### src/rtl/core/wwwa_pkg.sv
// Shared types, codes and match tables for the WWW-Authenticate field parser.
// No dependencies; imported by wwwa_step and the top level.
package wwwa_pkg;

	// Event kinds on the result channel
	localparam logic [2:0] KIND_SCHEME    = 3'd0;
	localparam logic [2:0] KIND_VALUE_BYTE = 3'd1;
	localparam logic [2:0] KIND_VALUE_END = 3'd2;
	localparam logic [2:0] KIND_STALE     = 3'd3;
	localparam logic [2:0] KIND_DONE      = 3'd4;

	// Parameter codes; stale and ignored are internal only
	localparam logic [2:0] PARAM_QOP     = 3'd5;
	localparam logic [2:0] PARAM_STALE   = 3'd6;
	localparam logic [2:0] PARAM_IGNORED = 3'd7;

	// Scheme and stale payload codes
	localparam logic [7:0] SCHEME_NONE   = 8'd0;
	localparam logic [7:0] SCHEME_BASIC  = 8'd1;
	localparam logic [7:0] SCHEME_DIGEST = 8'd2;
	localparam logic [7:0] STALE_FALSE   = 8'd0;
	localparam logic [7:0] STALE_TRUE    = 8'd1;
	localparam logic [7:0] STALE_INVALID = 8'd2;

	// Parse phases
	localparam logic [3:0] PH_LEAD      = 4'd0;
	localparam logic [3:0] PH_SCHEME    = 4'd1;
	localparam logic [3:0] PH_NAMESKIP  = 4'd2;
	localparam logic [3:0] PH_NAME      = 4'd3;
	localparam logic [3:0] PH_AFTERNAME = 4'd4;
	localparam logic [3:0] PH_VALSTART  = 4'd5;
	localparam logic [3:0] PH_QUOTED    = 4'd6;
	localparam logic [3:0] PH_BARE      = 4'd7;
	localparam logic [3:0] PH_STOP      = 4'd8;

	// Characters of interest
	localparam logic [7:0] CH_SPACE = 8'h20;
	localparam logic [7:0] CH_TAB   = 8'h09;
	localparam logic [7:0] CH_CR    = 8'h0D;
	localparam logic [7:0] CH_LF    = 8'h0A;
	localparam logic [7:0] CH_COMMA = 8'h2C;
	localparam logic [7:0] CH_EQ    = 8'h3D;
	localparam logic [7:0] CH_QUOTE = 8'h22;

	// Match tables, strings right-justified in 9 bytes
	localparam int NUM_KW = 7;
	localparam logic [71:0] KW_STR [NUM_KW] = '{
		72'("realm"), 72'("domain"), 72'("nonce"), 72'("opaque"),
		72'("algorithm"), 72'("qop"), 72'("stale")};
	localparam logic [3:0] KW_LEN [NUM_KW] = '{4'd5, 4'd6, 4'd5, 4'd6, 4'd9, 4'd3, 4'd5};
	localparam logic [71:0] SCH_STR [2] = '{72'("basic"), 72'("digest")};
	localparam logic [3:0] SCH_LEN [2] = '{4'd5, 4'd6};
	localparam logic [71:0] STL_STR [2] = '{72'("true"), 72'("false")};
	localparam logic [3:0] STL_LEN [2] = '{4'd4, 4'd5};

	typedef struct packed {
		logic       have;
		logic [2:0] kind;
		logic [2:0] pid;
		logic [7:0] payload;
		logic       vdone;
		logic       ovf;
	} wwwa_event_t;

	function automatic logic [7:0] to_lower(logic [7:0] c);
		return (c >= 8'h41 && c <= 8'h5A) ? c + 8'd32 : c;
	endfunction

	// True when pos lies inside the string and its character equals lc
	function automatic logic char_hit(logic [71:0] s, logic [3:0] len, logic [3:0] pos,
			logic [7:0] lc);
		logic [3:0] idx;
		idx = len - pos - 4'd1;
		return (pos < len) ? (s[{idx[3:0], 3'b000} +: 8] == lc) : 1'b0;
	endfunction

	function automatic logic [3:0] pos_inc(logic [3:0] pos);
		return (pos != 4'hF) ? pos + 4'd1 : pos;
	endfunction

	function automatic logic [6:0] narrow_kw(logic [6:0] cands, logic [3:0] pos,
			logic [7:0] lc);
		logic [6:0] r;
		r = cands;
		for (int k = 0; k < NUM_KW; k++)
			if (!char_hit(KW_STR[k], KW_LEN[k], pos, lc)) r[k] = 1'b0;
		return r;
	endfunction

	function automatic logic [1:0] narrow_sch(logic [1:0] cands, logic [3:0] pos,
			logic [7:0] lc);
		logic [1:0] r;
		r = cands;
		for (int k = 0; k < 2; k++)
			if (!char_hit(SCH_STR[k], SCH_LEN[k], pos, lc)) r[k] = 1'b0;
		return r;
	endfunction

	function automatic logic [1:0] narrow_stl(logic [1:0] cands, logic [3:0] pos,
			logic [7:0] lc);
		logic [1:0] r;
		r = cands;
		for (int k = 0; k < 2; k++)
			if (!char_hit(STL_STR[k], STL_LEN[k], pos, lc)) r[k] = 1'b0;
		return r;
	endfunction

	function automatic logic [7:0] scheme_code(logic [1:0] cands, logic [3:0] pos);
		if (cands[0] && pos == SCH_LEN[0]) return SCHEME_BASIC;
		else if (cands[1] && pos == SCH_LEN[1]) return SCHEME_DIGEST;
		else return SCHEME_NONE;
	endfunction

	// First keyword that matched completely, else ignored
	function automatic logic [2:0] resolve_name(logic [6:0] cands, logic [3:0] pos);
		logic [2:0] r;
		r = PARAM_IGNORED;
		for (int k = NUM_KW - 1; k >= 0; k--)
			if (cands[k] && pos == KW_LEN[k]) r = 3'(k);
		return r;
	endfunction

	// Event that closes a value: value end for passed names, verdict for stale
	function automatic wwwa_event_t value_end(logic [2:0] cp, logic [1:0] st,
			logic [3:0] pos, logic vo);
		wwwa_event_t e;
		e = '0;
		if (cp <= PARAM_QOP) begin
			e.have = 1'b1;
			e.kind = KIND_VALUE_END;
			e.pid = cp;
			e.vdone = 1'b1;
			e.ovf = vo;
		end else if (cp == PARAM_STALE) begin
			e.have = 1'b1;
			e.kind = KIND_STALE;
			e.vdone = 1'b1;
			if (st[0] && pos == STL_LEN[0]) e.payload = STALE_TRUE;
			else if (st[1] && pos == STL_LEN[1]) e.payload = STALE_FALSE;
			else e.payload = STALE_INVALID;
		end
		return e;
	endfunction

endpackage

### src/rtl/core/wwwa_step.sv
// Parse state and one-byte step logic of the WWW-Authenticate field parser.
// Depends on wwwa_pkg for codes, match tables and the event type.
module wwwa_step import wwwa_pkg::*; #(
	parameter int VALUE_COUNT_BITS = 8
) (
	input  logic        clk,
	input  logic        arst_n,
	input  logic        fire,
	input  logic [7:0]  data_byte,
	input  logic        end_of_field,
	input  logic [7:0]  max_value_length,
	output wwwa_event_t ev
);

	localparam int CW = (VALUE_COUNT_BITS > 8) ? VALUE_COUNT_BITS : 8;
	localparam int CAP = (1 << VALUE_COUNT_BITS) - 1;

	logic [3:0]                  ph_q, n_ph;
	logic [6:0]                  kw_q, n_kw;
	logic [1:0]                  sc_q, n_sc;
	logic [3:0]                  mp_q, n_mp;
	logic [2:0]                  cp_q, n_cp;
	logic [VALUE_COUNT_BITS-1:0] vc_q, n_vc;
	logic                        vo_q, n_vo;
	logic [1:0]                  st_q, n_st;
	logic [CW-1:0]               lim;
	logic [7:0]                  lc;
	logic                        blank, crlf, take, fin;
	wwwa_event_t                 e;

	// Clip the limit to what the count can hold
	always_comb begin
		lim = (CW'(max_value_length) > CW'(CAP)) ? CW'(CAP) : CW'(max_value_length);
	end

	// Advance the parse by one byte
	always_comb begin
		n_ph = ph_q; n_kw = kw_q; n_sc = sc_q; n_mp = mp_q;
		n_cp = cp_q; n_vc = vc_q; n_vo = vo_q; n_st = st_q;
		e = '0;
		take = 1'b0;
		fin = 1'b0;
		lc = to_lower(data_byte);
		blank = (data_byte == CH_SPACE) || (data_byte == CH_TAB);
		crlf = (data_byte == CH_CR) || (data_byte == CH_LF);

		unique case (ph_q)
			PH_LEAD: begin
				if (blank) begin
				end else if (crlf) begin
					e.have = 1'b1;
					e.kind = KIND_SCHEME;
					e.payload = SCHEME_NONE;
					n_ph = PH_STOP;
				end else begin
					n_sc = narrow_sch(2'b11, 4'd0, lc);
					n_mp = 4'd1;
					n_ph = PH_SCHEME;
				end
			end
			PH_SCHEME: begin
				if (blank || crlf) begin
					e.have = 1'b1;
					e.kind = KIND_SCHEME;
					e.payload = scheme_code(sc_q, mp_q);
					n_ph = blank ? PH_NAMESKIP : PH_STOP;
				end else begin
					n_sc = narrow_sch(sc_q, mp_q, lc);
					n_mp = pos_inc(mp_q);
				end
			end
			PH_NAMESKIP: begin
				if (blank || data_byte == CH_COMMA) begin
				end else if (data_byte == CH_EQ) begin
					n_cp = PARAM_IGNORED;
					n_vc = '0; n_vo = 1'b0; n_st = 2'b11; n_mp = 4'd0;
					n_ph = PH_VALSTART;
				end else if (crlf) begin
					n_ph = PH_STOP;
				end else begin
					n_kw = narrow_kw(7'h7F, 4'd0, lc);
					n_mp = 4'd1;
					n_ph = PH_NAME;
				end
			end
			PH_NAME: begin
				if (blank) begin
					n_cp = resolve_name(kw_q, mp_q);
					n_ph = PH_AFTERNAME;
				end else if (data_byte == CH_EQ) begin
					n_cp = resolve_name(kw_q, mp_q);
					n_vc = '0; n_vo = 1'b0; n_st = 2'b11; n_mp = 4'd0;
					n_ph = PH_VALSTART;
				end else if (crlf) begin
					n_ph = PH_STOP;
				end else begin
					n_kw = narrow_kw(kw_q, mp_q, lc);
					n_mp = pos_inc(mp_q);
				end
			end
			PH_AFTERNAME: begin
				if (blank) begin
				end else if (data_byte == CH_EQ) begin
					n_vc = '0; n_vo = 1'b0; n_st = 2'b11; n_mp = 4'd0;
					n_ph = PH_VALSTART;
				end else begin
					n_ph = PH_STOP;
				end
			end
			PH_VALSTART: begin
				if (blank) begin
				end else if (data_byte == CH_QUOTE) begin
					n_ph = PH_QUOTED;
				end else if (data_byte == CH_COMMA || crlf) begin
					fin = 1'b1;
					n_ph = (data_byte == CH_COMMA) ? PH_NAMESKIP : PH_STOP;
				end else begin
					take = 1'b1;
					n_ph = PH_BARE;
				end
			end
			PH_QUOTED: begin
				if (data_byte == CH_QUOTE) begin
					fin = 1'b1;
					n_ph = PH_NAMESKIP;
				end else begin
					take = 1'b1;
				end
			end
			PH_BARE: begin
				if (data_byte == CH_COMMA || blank || crlf) begin
					fin = 1'b1;
					n_ph = crlf ? PH_STOP : PH_NAMESKIP;
				end else begin
					take = 1'b1;
				end
			end
			default: begin
			end
		endcase

		// Pass, drop or match one value byte
		if (take) begin
			if (cp_q <= PARAM_QOP) begin
				if (CW'(vc_q) < lim) begin
					n_vc = vc_q + 1'b1;
					e.have = 1'b1;
					e.kind = KIND_VALUE_BYTE;
					e.pid = cp_q;
					e.payload = data_byte;
				end else begin
					n_vo = 1'b1;
				end
			end else if (cp_q == PARAM_STALE) begin
				n_st = narrow_stl(st_q, mp_q, lc);
				n_mp = pos_inc(mp_q);
			end
		end

		if (fin) e = value_end(cp_q, st_q, mp_q, vo_q);

		// Close out the field: report what is pending, then return to reset state
		if (end_of_field) begin
			if (n_ph == PH_LEAD || n_ph == PH_SCHEME) begin
				e = '0;
				e.have = 1'b1;
				e.kind = KIND_SCHEME;
				e.payload = (n_ph == PH_SCHEME) ? scheme_code(n_sc, n_mp) : SCHEME_NONE;
			end else if (n_ph == PH_VALSTART || n_ph == PH_QUOTED || n_ph == PH_BARE) begin
				if (e.have) begin
					e.vdone = 1'b1;
					e.ovf = n_vo;
				end else begin
					e = value_end(n_cp, n_st, n_mp, n_vo);
				end
			end
			if (!e.have) begin
				e = '0;
				e.have = 1'b1;
				e.kind = KIND_DONE;
			end
			n_ph = PH_LEAD; n_kw = 7'h7F; n_sc = 2'b11; n_mp = 4'd0;
			n_cp = 3'd0; n_vc = '0; n_vo = 1'b0; n_st = 2'b11;
		end
		ev = e;
	end

	// Hold parse state between beats
	always_ff @(posedge clk or negedge arst_n) begin
		if (!arst_n) begin
			ph_q <= PH_LEAD;
			kw_q <= 7'h7F;
			sc_q <= 2'b11;
			mp_q <= 4'd0;
			cp_q <= 3'd0;
			vc_q <= '0;
			vo_q <= 1'b0;
			st_q <= 2'b11;
		end else if (fire) begin
			ph_q <= n_ph;
			kw_q <= n_kw;
			sc_q <= n_sc;
			mp_q <= n_mp;
			cp_q <= n_cp;
			vc_q <= n_vc;
			vo_q <= n_vo;
			st_q <= n_st;
		end
	end

endmodule

### src/rtl/core/www_authenticate_header_parser_core.sv
// Top level of the WWW-Authenticate field parser: input register, configuration
// register and result register around wwwa_step. Depends on wwwa_pkg and wwwa_step.
//
// Takes one header byte per beat and gives at most one event per byte. Throughput is one
// byte per cycle. The input register, the combinational match logic in wwwa_step and the
// result register form a two-stage pipe. A byte waits in the input register and its event
// is offered on the result side once loaded into the result register. A new byte is taken
// every cycle unless a held result blocks the result register. Bytes with no event pass through
// the input register but leave the result register alone. The byte with end_of_field
// always yields exactly one event with field_done set, and the parser then starts fresh.
// Write max_value_length only while the block is idle.
module www_authenticate_header_parser_core import wwwa_pkg::*; #(
	parameter int VALUE_COUNT_BITS = 8
) (
	input  logic       clk,
	input  logic       arst_n,
	input  logic       cfg_wr_en,
	input  logic [7:0] cfg_wr_data,
	input  logic       in_valid,
	output logic       in_ready,
	input  logic [7:0] data_byte,
	input  logic       end_of_field,
	output logic       out_valid,
	input  logic       out_ready,
	output logic [2:0] event_kind,
	output logic [2:0] param_id,
	output logic [7:0] payload,
	output logic       value_done,
	output logic       overflowed,
	output logic       field_done
);

	logic [7:0]  max_value_length_q;
	logic        valid_s1;
	logic [7:0]  data_s1;
	logic        eof_s1;
	logic        advance;
	logic        out_valid_q;
	wwwa_event_t ev;
	wwwa_event_t ev_q;
	logic        fdone_q;

	assign advance = valid_s1 && (!out_valid_q || out_ready);
	assign in_ready = !valid_s1 || advance;

	// Configuration register
	always_ff @(posedge clk or negedge arst_n) begin
		if (!arst_n) begin
			max_value_length_q <= 8'd127;
		end else if (cfg_wr_en) begin
			max_value_length_q <= cfg_wr_data;
		end
	end

	// Input register: take a beat whenever the step can drain it
	always_ff @(posedge clk or negedge arst_n) begin
		if (!arst_n) begin
			valid_s1 <= 1'b0;
		end else if (in_valid && in_ready) begin
			valid_s1 <= 1'b1;
		end else if (advance) begin
			valid_s1 <= 1'b0;
		end
	end

	always_ff @(posedge clk) begin
		if (in_valid && in_ready) begin
			data_s1 <= data_byte;
			eof_s1 <= end_of_field;
		end
	end

	wwwa_step #(
		.VALUE_COUNT_BITS(VALUE_COUNT_BITS)
	) u_step (
		.clk             (clk),
		.arst_n          (arst_n),
		.fire            (advance),
		.data_byte       (data_s1),
		.end_of_field    (eof_s1),
		.max_value_length(max_value_length_q),
		.ev              (ev)
	);

	// Result register: load an event, drop it once taken
	always_ff @(posedge clk or negedge arst_n) begin
		if (!arst_n) begin
			out_valid_q <= 1'b0;
		end else if (advance && ev.have) begin
			out_valid_q <= 1'b1;
		end else if (out_ready) begin
			out_valid_q <= 1'b0;
		end
	end

	always_ff @(posedge clk) begin
		if (advance && ev.have) begin
			ev_q <= ev;
			fdone_q <= eof_s1;
		end
	end

	assign out_valid = out_valid_q;
	assign event_kind = ev_q.kind;
	assign param_id = ev_q.pid;
	assign payload = ev_q.payload;
	assign value_done = ev_q.vdone;
	assign overflowed = ev_q.ovf;
	assign field_done = fdone_q;

	// Field end always produces an event
	a_eof_event: assert property (@(posedge clk) disable iff (!arst_n)
		advance && eof_s1 |=> out_valid && field_done)
		else $error("field end gave no event");

	// Only value events carry a parameter id
	a_pid_zero: assert property (@(posedge clk) disable iff (!arst_n)
		out_valid && event_kind != KIND_VALUE_BYTE && event_kind != KIND_VALUE_END
		|-> param_id == 3'd0)
		else $error("parameter id on a non-value event");

	// Value end and stale verdict always close the value
	a_vdone: assert property (@(posedge clk) disable iff (!arst_n)
		out_valid && (event_kind == KIND_VALUE_END || event_kind == KIND_STALE)
		|-> value_done)
		else $error("value end without value_done");

	// A done-only event appears only at field end
	a_done_eof: assert property (@(posedge clk) disable iff (!arst_n)
		out_valid && event_kind == KIND_DONE |-> field_done)
		else $error("done event outside field end");

	// A blocked input beat holds its byte
	a_s1_hold: assert property (@(posedge clk) disable iff (!arst_n)
		valid_s1 && !advance |=> valid_s1 && $stable(data_s1) && $stable(eof_s1))
		else $error("input register lost a stalled beat");

endmodule

### config.mk
export PLATFORM = sky130hd
export DESIGN_NAME = www_authenticate_header_parser_core
export DESIGN_NICKNAME = d
export VERILOG_FILES = /design/src/rtl/core/wwwa_pkg.sv /design/src/rtl/core/wwwa_step.sv /design/src/rtl/core/www_authenticate_header_parser_core.sv
export SDC_FILE = /design/constraint.sdc
export NUM_CORES = 1
export LEC_CHECK = 0
export ABC_AREA = 1
export BUFFER_PORTS_ARGS = -buffer_cell sky130_fd_sc_hd__buf_2
export CORE_MARGIN = 2
export CORE_UTILIZATION = 26
export CTS_CLUSTER_SIZE = 25
export DETAILED_ROUTE_END_ITERATION = 6
export PLACE_DENSITY = 0.51
export SKIP_CTS_REPAIR_TIMING = 1
export SLEW_MARGIN = 20
export SYNTH_ARGS = -nofsm -noshare
export SYNTH_HDL_FRONTEND = slang
export SYNTH_HIERARCHICAL = 1
export SYNTH_SLANG_ARGS = --single-unit
### constraint.sdc
create_clock -name clk -period 3.31 [get_ports clk]
set_input_delay 0.1655 -clock clk [delete_from_list [all_inputs] [get_ports clk]]
set_output_delay 0.1655 -clock clk [all_outputs]
set_load 0.005 [all_outputs]
==> out/metrics.yaml, run 1 <==
run_status:
  outcome: "complete, but fails checks"
  violations: "hold timing"
setup_path:
  rr_worst_depth: 18
  rr_endpoint: "payload[1]"
  slowest_delay_ps: 630
  critPathKind: "reg2reg"
  r2r_slack_ps: 310
  cp_slowest_cell: "dfrtp_1"
  cp-start-kind: "flip-flop"
  cpMostUsedCell: "nand2_1"
  crit_chain: "ha_1 -> inv_1 -> ha_1 -> inv_1 -> nand2_1 -> o21ai_0 -> o211ai_1 -> nand2_1 -> nand4_1 -> nor2_1 -> nand2_1 -> o21ai_0 -> nand2_1 -> nand2_1 -> nand4_1 -> nand2_1 -> nand3_1 -> nand2_1"
  crit-reg2reg-launch: "u_step/mp_q[2]"
  arrival_ps: 3220
  path_max_fanout: 12
  end_kind: "flip-flop"
  path_buf_inv: 2
  required_ps: 3530
  critPathTopFamily: "simple AND/OR/NAND/NOR gates"
drt:
  drt-vias-per-instance: 4.89
  final_antenna_net_count: 0
  dr_total_vias: 6240
  drt_first_iter_violations: 627
  wl_per_cell_um: 16.4
  firstDrtPassIters: 5
  finalWirelength_mm: 20.9
  drc: 0
global_routing:
  antenna_found_initial: 0
  grt_util_all_layers_pct: 17.2
  grt_pass1_vias: 5866
  grt_pass1_wl_mm: 32.7
  overflow: 0
  grt_max_degree: 23
power:
  ir_worst_vdd_v: 0.000248
  power.leakage_nw: 3.36
  power_mw: 3.07
  p_per_area_mw_per_mm2: 429
synth:
  synth_cells: 892
  yosys_warnings: 6
  ys_async_sr_fraction_pct: 61.2
  avgSynthCellArea_sq_um: 6.83
  ys_seq_elements: 67
  synth-edff-count: 26
  syn-num-nets: 943
  synth.distinct_cells: 55
  syn_area_sq_mm: 0.00609
  yosysSeqAreaShare_pct: 30.0
  synthFlopType: "edfxtp_1"
sta:
  worst_pin_slew_ps: 636
  slew_viol_final: 0
  relSlewSlack_pct: 57.0
  finalCritPeriodShare_pct: 90.5
  setup_viol: 0
  finalSetupTns_ps: 0
  holdWs_ps: -6.51
  period_needed_ps: 3000
  max_freq_mhz: 334
  hold_violations: 1
  rsz0062_at_grt: "no"
  setup_slack_ps: 314
  fin_skew_ps: 8.44
clock_tree:
  numCtsBuffers: 9
  path_clk_slew_ps: 60
  tritoncts: "done"
  cts_max_path_buffers: 2
  insertion_delay_ps: 350
  cts_num_sinks: 67
  cts-root-buf: "clkbuf_16"
  htree_levels: 3
finish:
  syn2layout_area_growth_pct: 17.3
  finalNetCount: 1003
  n_fill_cell: 2601
  drive_above_1_share_pct: 18.4
  antenna_cells: 0
  fin_util_pct: 30.7
min_path:
  whs_path_depth: 1
  hold_path_class: "in2reg"
  hold_path_end: "data_s1[3]"
  hp-start: "data_byte[3]"
placed_design:
  place_congestion: 0.939
  dpl.hpwl_mm: 16.3
  port_buffers: 40
  preCtsSetupSlack_ps: 290
floorplan:
  io_pins: 41
  die_width_um: 157
  core_area_sq_mm: 0.0233
  dieArea_sq_mm: 0.0247
  rows: 56
  die_y_um: 157
  start_util_pct: 26.2
job:
  drv_cap: 0
## how the worst max path moves through the flow
stage	startpoint	to	slack (ps)	cells past startpoint
final	u_step/mp_q[2]	payload[1]	310	18
after global routing	u_step/mp_q[1]	payload[0]	6	20
after CTS	u_step/mp_q[1]	payload[0]	280	20
after detailed placement	u_step/mp_q[1]	payload[0]	290	20
after global placement	data_s1[0]	payload[6]	300	14
after floorplan	u_step/mp_q[0]	payload[1]	490	21
## flip-flops by register name, summed over array words and instances (netlist names), 2 cells and up
signal / count
data_s1: 8
max_value_length_q: 8
payload: 8
u_step/vc_q: 8
u_step/kw_q: 7
u_step/mp_q: 4
u_step/ph_q: 4
event_kind: 3
param_id: 3
u_step/cp_q: 3
u_step/sc_q: 2
u_step/st_q: 2
## area by class of cell
class / instances / area [sq um] / share of cell area, %
Multi-Input combinational cell: 677 / 3670 / 51.4
Sequential cell: 67 / 1830 / 25.6
Timing Repair Buffer: 74 / 478 / 6.69
Inverter: 123 / 464 / 6.49
Tap cell: 319 / 399 / 5.58
Clock buffer: 12 / 278 / 3.89
Clock inverter: 4 / 27.5 / 0.385
## per-layer routing
layer / up-vias / share of wire, % / GRT usage (%)
met3: 43 / 5.2 / 2.40
met5: - / 0 / 0
li1: 3096 / - / -
met4: 0 / 3.3 / 7.53
met2: 205 / 44 / 25.9
met1: 2896 / 48 / 24.5
## per-stage QoR
| stage | area (sq um) | std cells |
|---|---|---|
| CTS | 7050 | 1267 |
| floorplan | 6090 | 892 |
| finish | 7150 | 1276 |
| global placement | 6750 | 1251 |
| detailed placement | 6750 | 1251 |
| global route | 7150 | 1276 |
## kinds of logic after synthesis
kind of cell    Yosys count  synth area share (%)
simple gates            464                  35.2
compound gates          157                  15.0
xor+xnor                 27                  3.88
flops                    67                  30.0
fa+ha+maj                29                  5.95
buf+inv                 148                  9.90
## worst reg2reg max path, stage by stage (launching register included)
cell and delay, ps:
dfrtp_1 630, ha_1 240, inv_1 40, ha_1 290, inv_1 160, nand2_1 130, o21ai_0 170, o211ai_1 140
nand2_1 130, nand4_1 90, nor2_1 140, nand2_1 70, o21ai_0 170, nand2_1 70, nand2_1 90, nand4_1 80
nand2_1 70, nand3_1 70, nand2_1 80
## placed cells by master, fill, tap and decap left out, types with 10 or more instances in the layout
cell and count:
a21oi_1 38, buf_2 40, buf_4 25, clkbuf_16 10, dfrtp_1 23, dfstp_2 18
edfxtp_1 26, ha_1 28, inv_1 100, inv_2 21, nand2_1 210, nand2_2 15
nand3_1 86, nand4_1 15, nor2_1 72, nor2_2 11, nor3_1 24, o21ai_0 51
o21ai_1 11, o22ai_1 16, xor2_1 26
## cell usage after synthesis, types with 3 or more instances
cell type / n / area share (%)
nand2_1: 210 / 13
inv_1: 100 / 6.2
nand3_1: 86 / 7.1
nor2_1: 74 / 4.6
o21ai_0: 51 / 4.2
a21oi_1: 38 / 3.1
ha_1: 29 / 6.0
edfxtp_1: 26 / 13
xor2_1: 26 / 3.7
nor3_1: 24 / 2.0
dfrtp_1: 23 / 9.4
inv_2: 21 / 1.3
dfstp_2: 18 / 7.8
o22ai_1: 16 / 1.6
nand2_2: 15 / 1.5
nand4_1: 15 / 1.5
o21ai_1: 12 / 0.99
buf_2: 9 / 0.74
clkbuf_1: 9 / 0.55
nor2_2: 9 / 0.92
a31oi_1: 8 / 0.82
nor2_4: 7 / 1.3
o211ai_1: 7 / 0.86
or2_2: 6 / 0.62
nand3_2: 4 / 0.66
buf_4: 3 / 0.37
buf_6: 3 / 0.55
nand2_4: 3 / 0.55
nor4_1: 3 / 0.31
o41ai_1: 3 / 0.43
## power breakdown
part,internal [mW],total [mW],switching [mW]
Combinational,0.340,1.05,0.712
Sequential,0.962,1.03,0.0667
Clock,0.595,0.987,0.392
Total,1.90,3.07,1.17
Note: power is estimated with default switching activity, not from simulation.
==> run 2: changes to the inputs <==
- PLACE_DENSITY: 0.51 -> 0.48
==> run 2 against run 1 <==
  * The run still ends with hold timing left
  * Via count up 0.96%
  * First-iteration DRC count decreased by 13%
  * Clock skew is 1.6 ps higher
  * Sequential share of layout area is 0.063 points lower
  * Critical path type unchanged
  * Largest power group unchanged
==> out/metrics.yaml, run 2 (synthesis gave the netlist of run 1 again) <==
finish:
  design_area_sq_mm: 0.00717
  finalNetCount: 1010
  antenna_cells: 0
  drive_above_1_share_pct: 18.8
  n_fill_cell: 2604
  layout_common_cells: "nand2_1 (210), inv_1 (100), nand3_1 (86), nor2_1 (72), o21ai_0 (51)"
  syn2layout_area_growth_pct: 17.7
  fin_util_pct: 30.8
  final_common_cell: "nand2_1"
  final_cells: 1283
power:
  p_int_mw: 1.81
  p_sw_share_pct: 38.6
  power_mw: 2.95
  pwr-share-clk_pct: 29.6
  p_sw_mw: 1.14
  power.leakage_nw: 3.37
  p_per_area_mw_per_mm2: 412
  p_comb_share_pct: 35.7
  ir_worst_vdd_v: 0.000236
  seqPwrFrac_pct: 34.7
placed_design:
  place_congestion: 0.938
  port_buffers: 40
  place_inst: 1258
  place_area_sq_mm: 0.00681
  preCtsSetupSlack_ps: 269
  dpl.hpwl_mm: 16.4
floorplan:
  die_width_um: 157
  dieArea_sq_mm: 0.0247
  core_area_sq_mm: 0.0233
  io_pins: 41
  die_y_um: 157
  rows: 56
  start_util_pct: 26.2
drt:
  wl_per_cell_um: 16.4
  dr_total_vias: 6300
  drt-vias-per-instance: 4.91
  drc: 0
  drt_first_iter_violations: 546
  final_antenna_net_count: 0
  firstDrtPassIters: 5
  finalWirelength_mm: 21.0
sta:
  holdWs_ps: -3.03
  hold_violations: 1
  setup_viol: 0
  finalCritPeriodShare_pct: 91.2
  period_needed_ps: 3020
  finalSetupTns_ps: 0
  worst_pin_slew_ps: 767
  rsz0062_at_grt: "yes"
  max_freq_mhz: 331
  slew_viol_final: 0
  setup_slack_ps: 293
  relSlewSlack_pct: 48.9
  fin_skew_ps: 10.0
global_routing:
  grt_pass1_wl_mm: 32.7
  grt_util_all_layers_pct: 17.3
  overflow: 0
  grt_max_degree: 29
  antenna_found_initial: 0
  grt_pass1_vias: 5831
clock_tree:
  htree_levels: 3
  numCtsBuffers: 9
  cts-root-buf: "clkbuf_16"
  cts_max_path_buffers: 2
  path_clk_slew_ps: 50
  tritoncts: "done"
  insertion_delay_ps: 340
  cts_num_sinks: 67
job:
  drv_cap: 0
setup_path:
  required_ps: 3410
  cp-start-kind: "flip-flop"
  arrival_ps: 3120
  path_max_fanout: 13
  critPathKind: "reg2reg"
  end_kind: "flip-flop"
run_status:
  violations: "hold timing"
  outcome: "complete, but fails checks"
min_path:
  hold_path_class: "in2reg"
## run 2: final timing paths
kind                                            start                     to  slack, ps  cells past startpoint
worst min register to register  max_value_length_q[1]  max_value_length_q[1]        460                      2
worst min-delay path                     data_byte[5]             data_s1[5]         -3                      1
min in group asynchronous                      arst_n         u_step/ph_q[3]        430                      2
max in group asynchronous                      arst_n  max_value_length_q[3]       2110                      3
worst max register to register         u_step/mp_q[1]             payload[1]        290                     19
worst max-delay path                   u_step/mp_q[1]             payload[1]        290                     19
## run 2: power groups by stage
| stage | combinational, mW | sequential, mW | clock (mW) |
|---|---|---|---|
| 3_3_place_gp | 1.04 | 1.04 | 0 |
| 5_1_grt | 1.18 | 1.03 | 0.935 |
| 4_1_cts | 1.03 | 1.03 | 0.904 |
| 3_5_place_dp | 1.02 | 1.04 | 0 |
| 6_report | 1.05 | 1.03 | 0.873 |
| 2_1_floorplan | 0.717 | 1.02 | 0 |
## run 2: per-layer routing
metal / vias to the layer above / global-route usage (%) / part of all wire, %
met5: - / 0 / 0
li1: 3110 / - / -
met2: 254 / 25.7 / 43
met4: 0 / 6.23 / 2.5
met3: 46 / 3.33 / 7.1
met1: 2890 / 24.8 / 47
## run 2: critical path: stages (launching register included)
cell and delay, ps:
dfrtp_1 370, inv_1 220, ha_1 340, inv_1 130, nand2_1 80, nand2_1 270
nor2_1 260, nand2_1 100, nand2_1 70, nand2_1 50, nor2_1 100, nand2_1 90
nor2_1 110, nand3_1 120, nand2_1 120, nand3_1 80, nand3_1 90, nand2_1 50
nand3_1 60, nand2_1 50
## run 2: area by class of cell
type                    instances  area [sq um]  area share [%]
multi-input cells             677          3670            51.2
flip-flops and latches         67          1830            25.5
clock buffers                  11           233            3.24
repair buffers                 81           543            7.57
clock inverters                 5          31.3           0.436
inverters                     123           464            6.47
well taps                     319           399            5.57
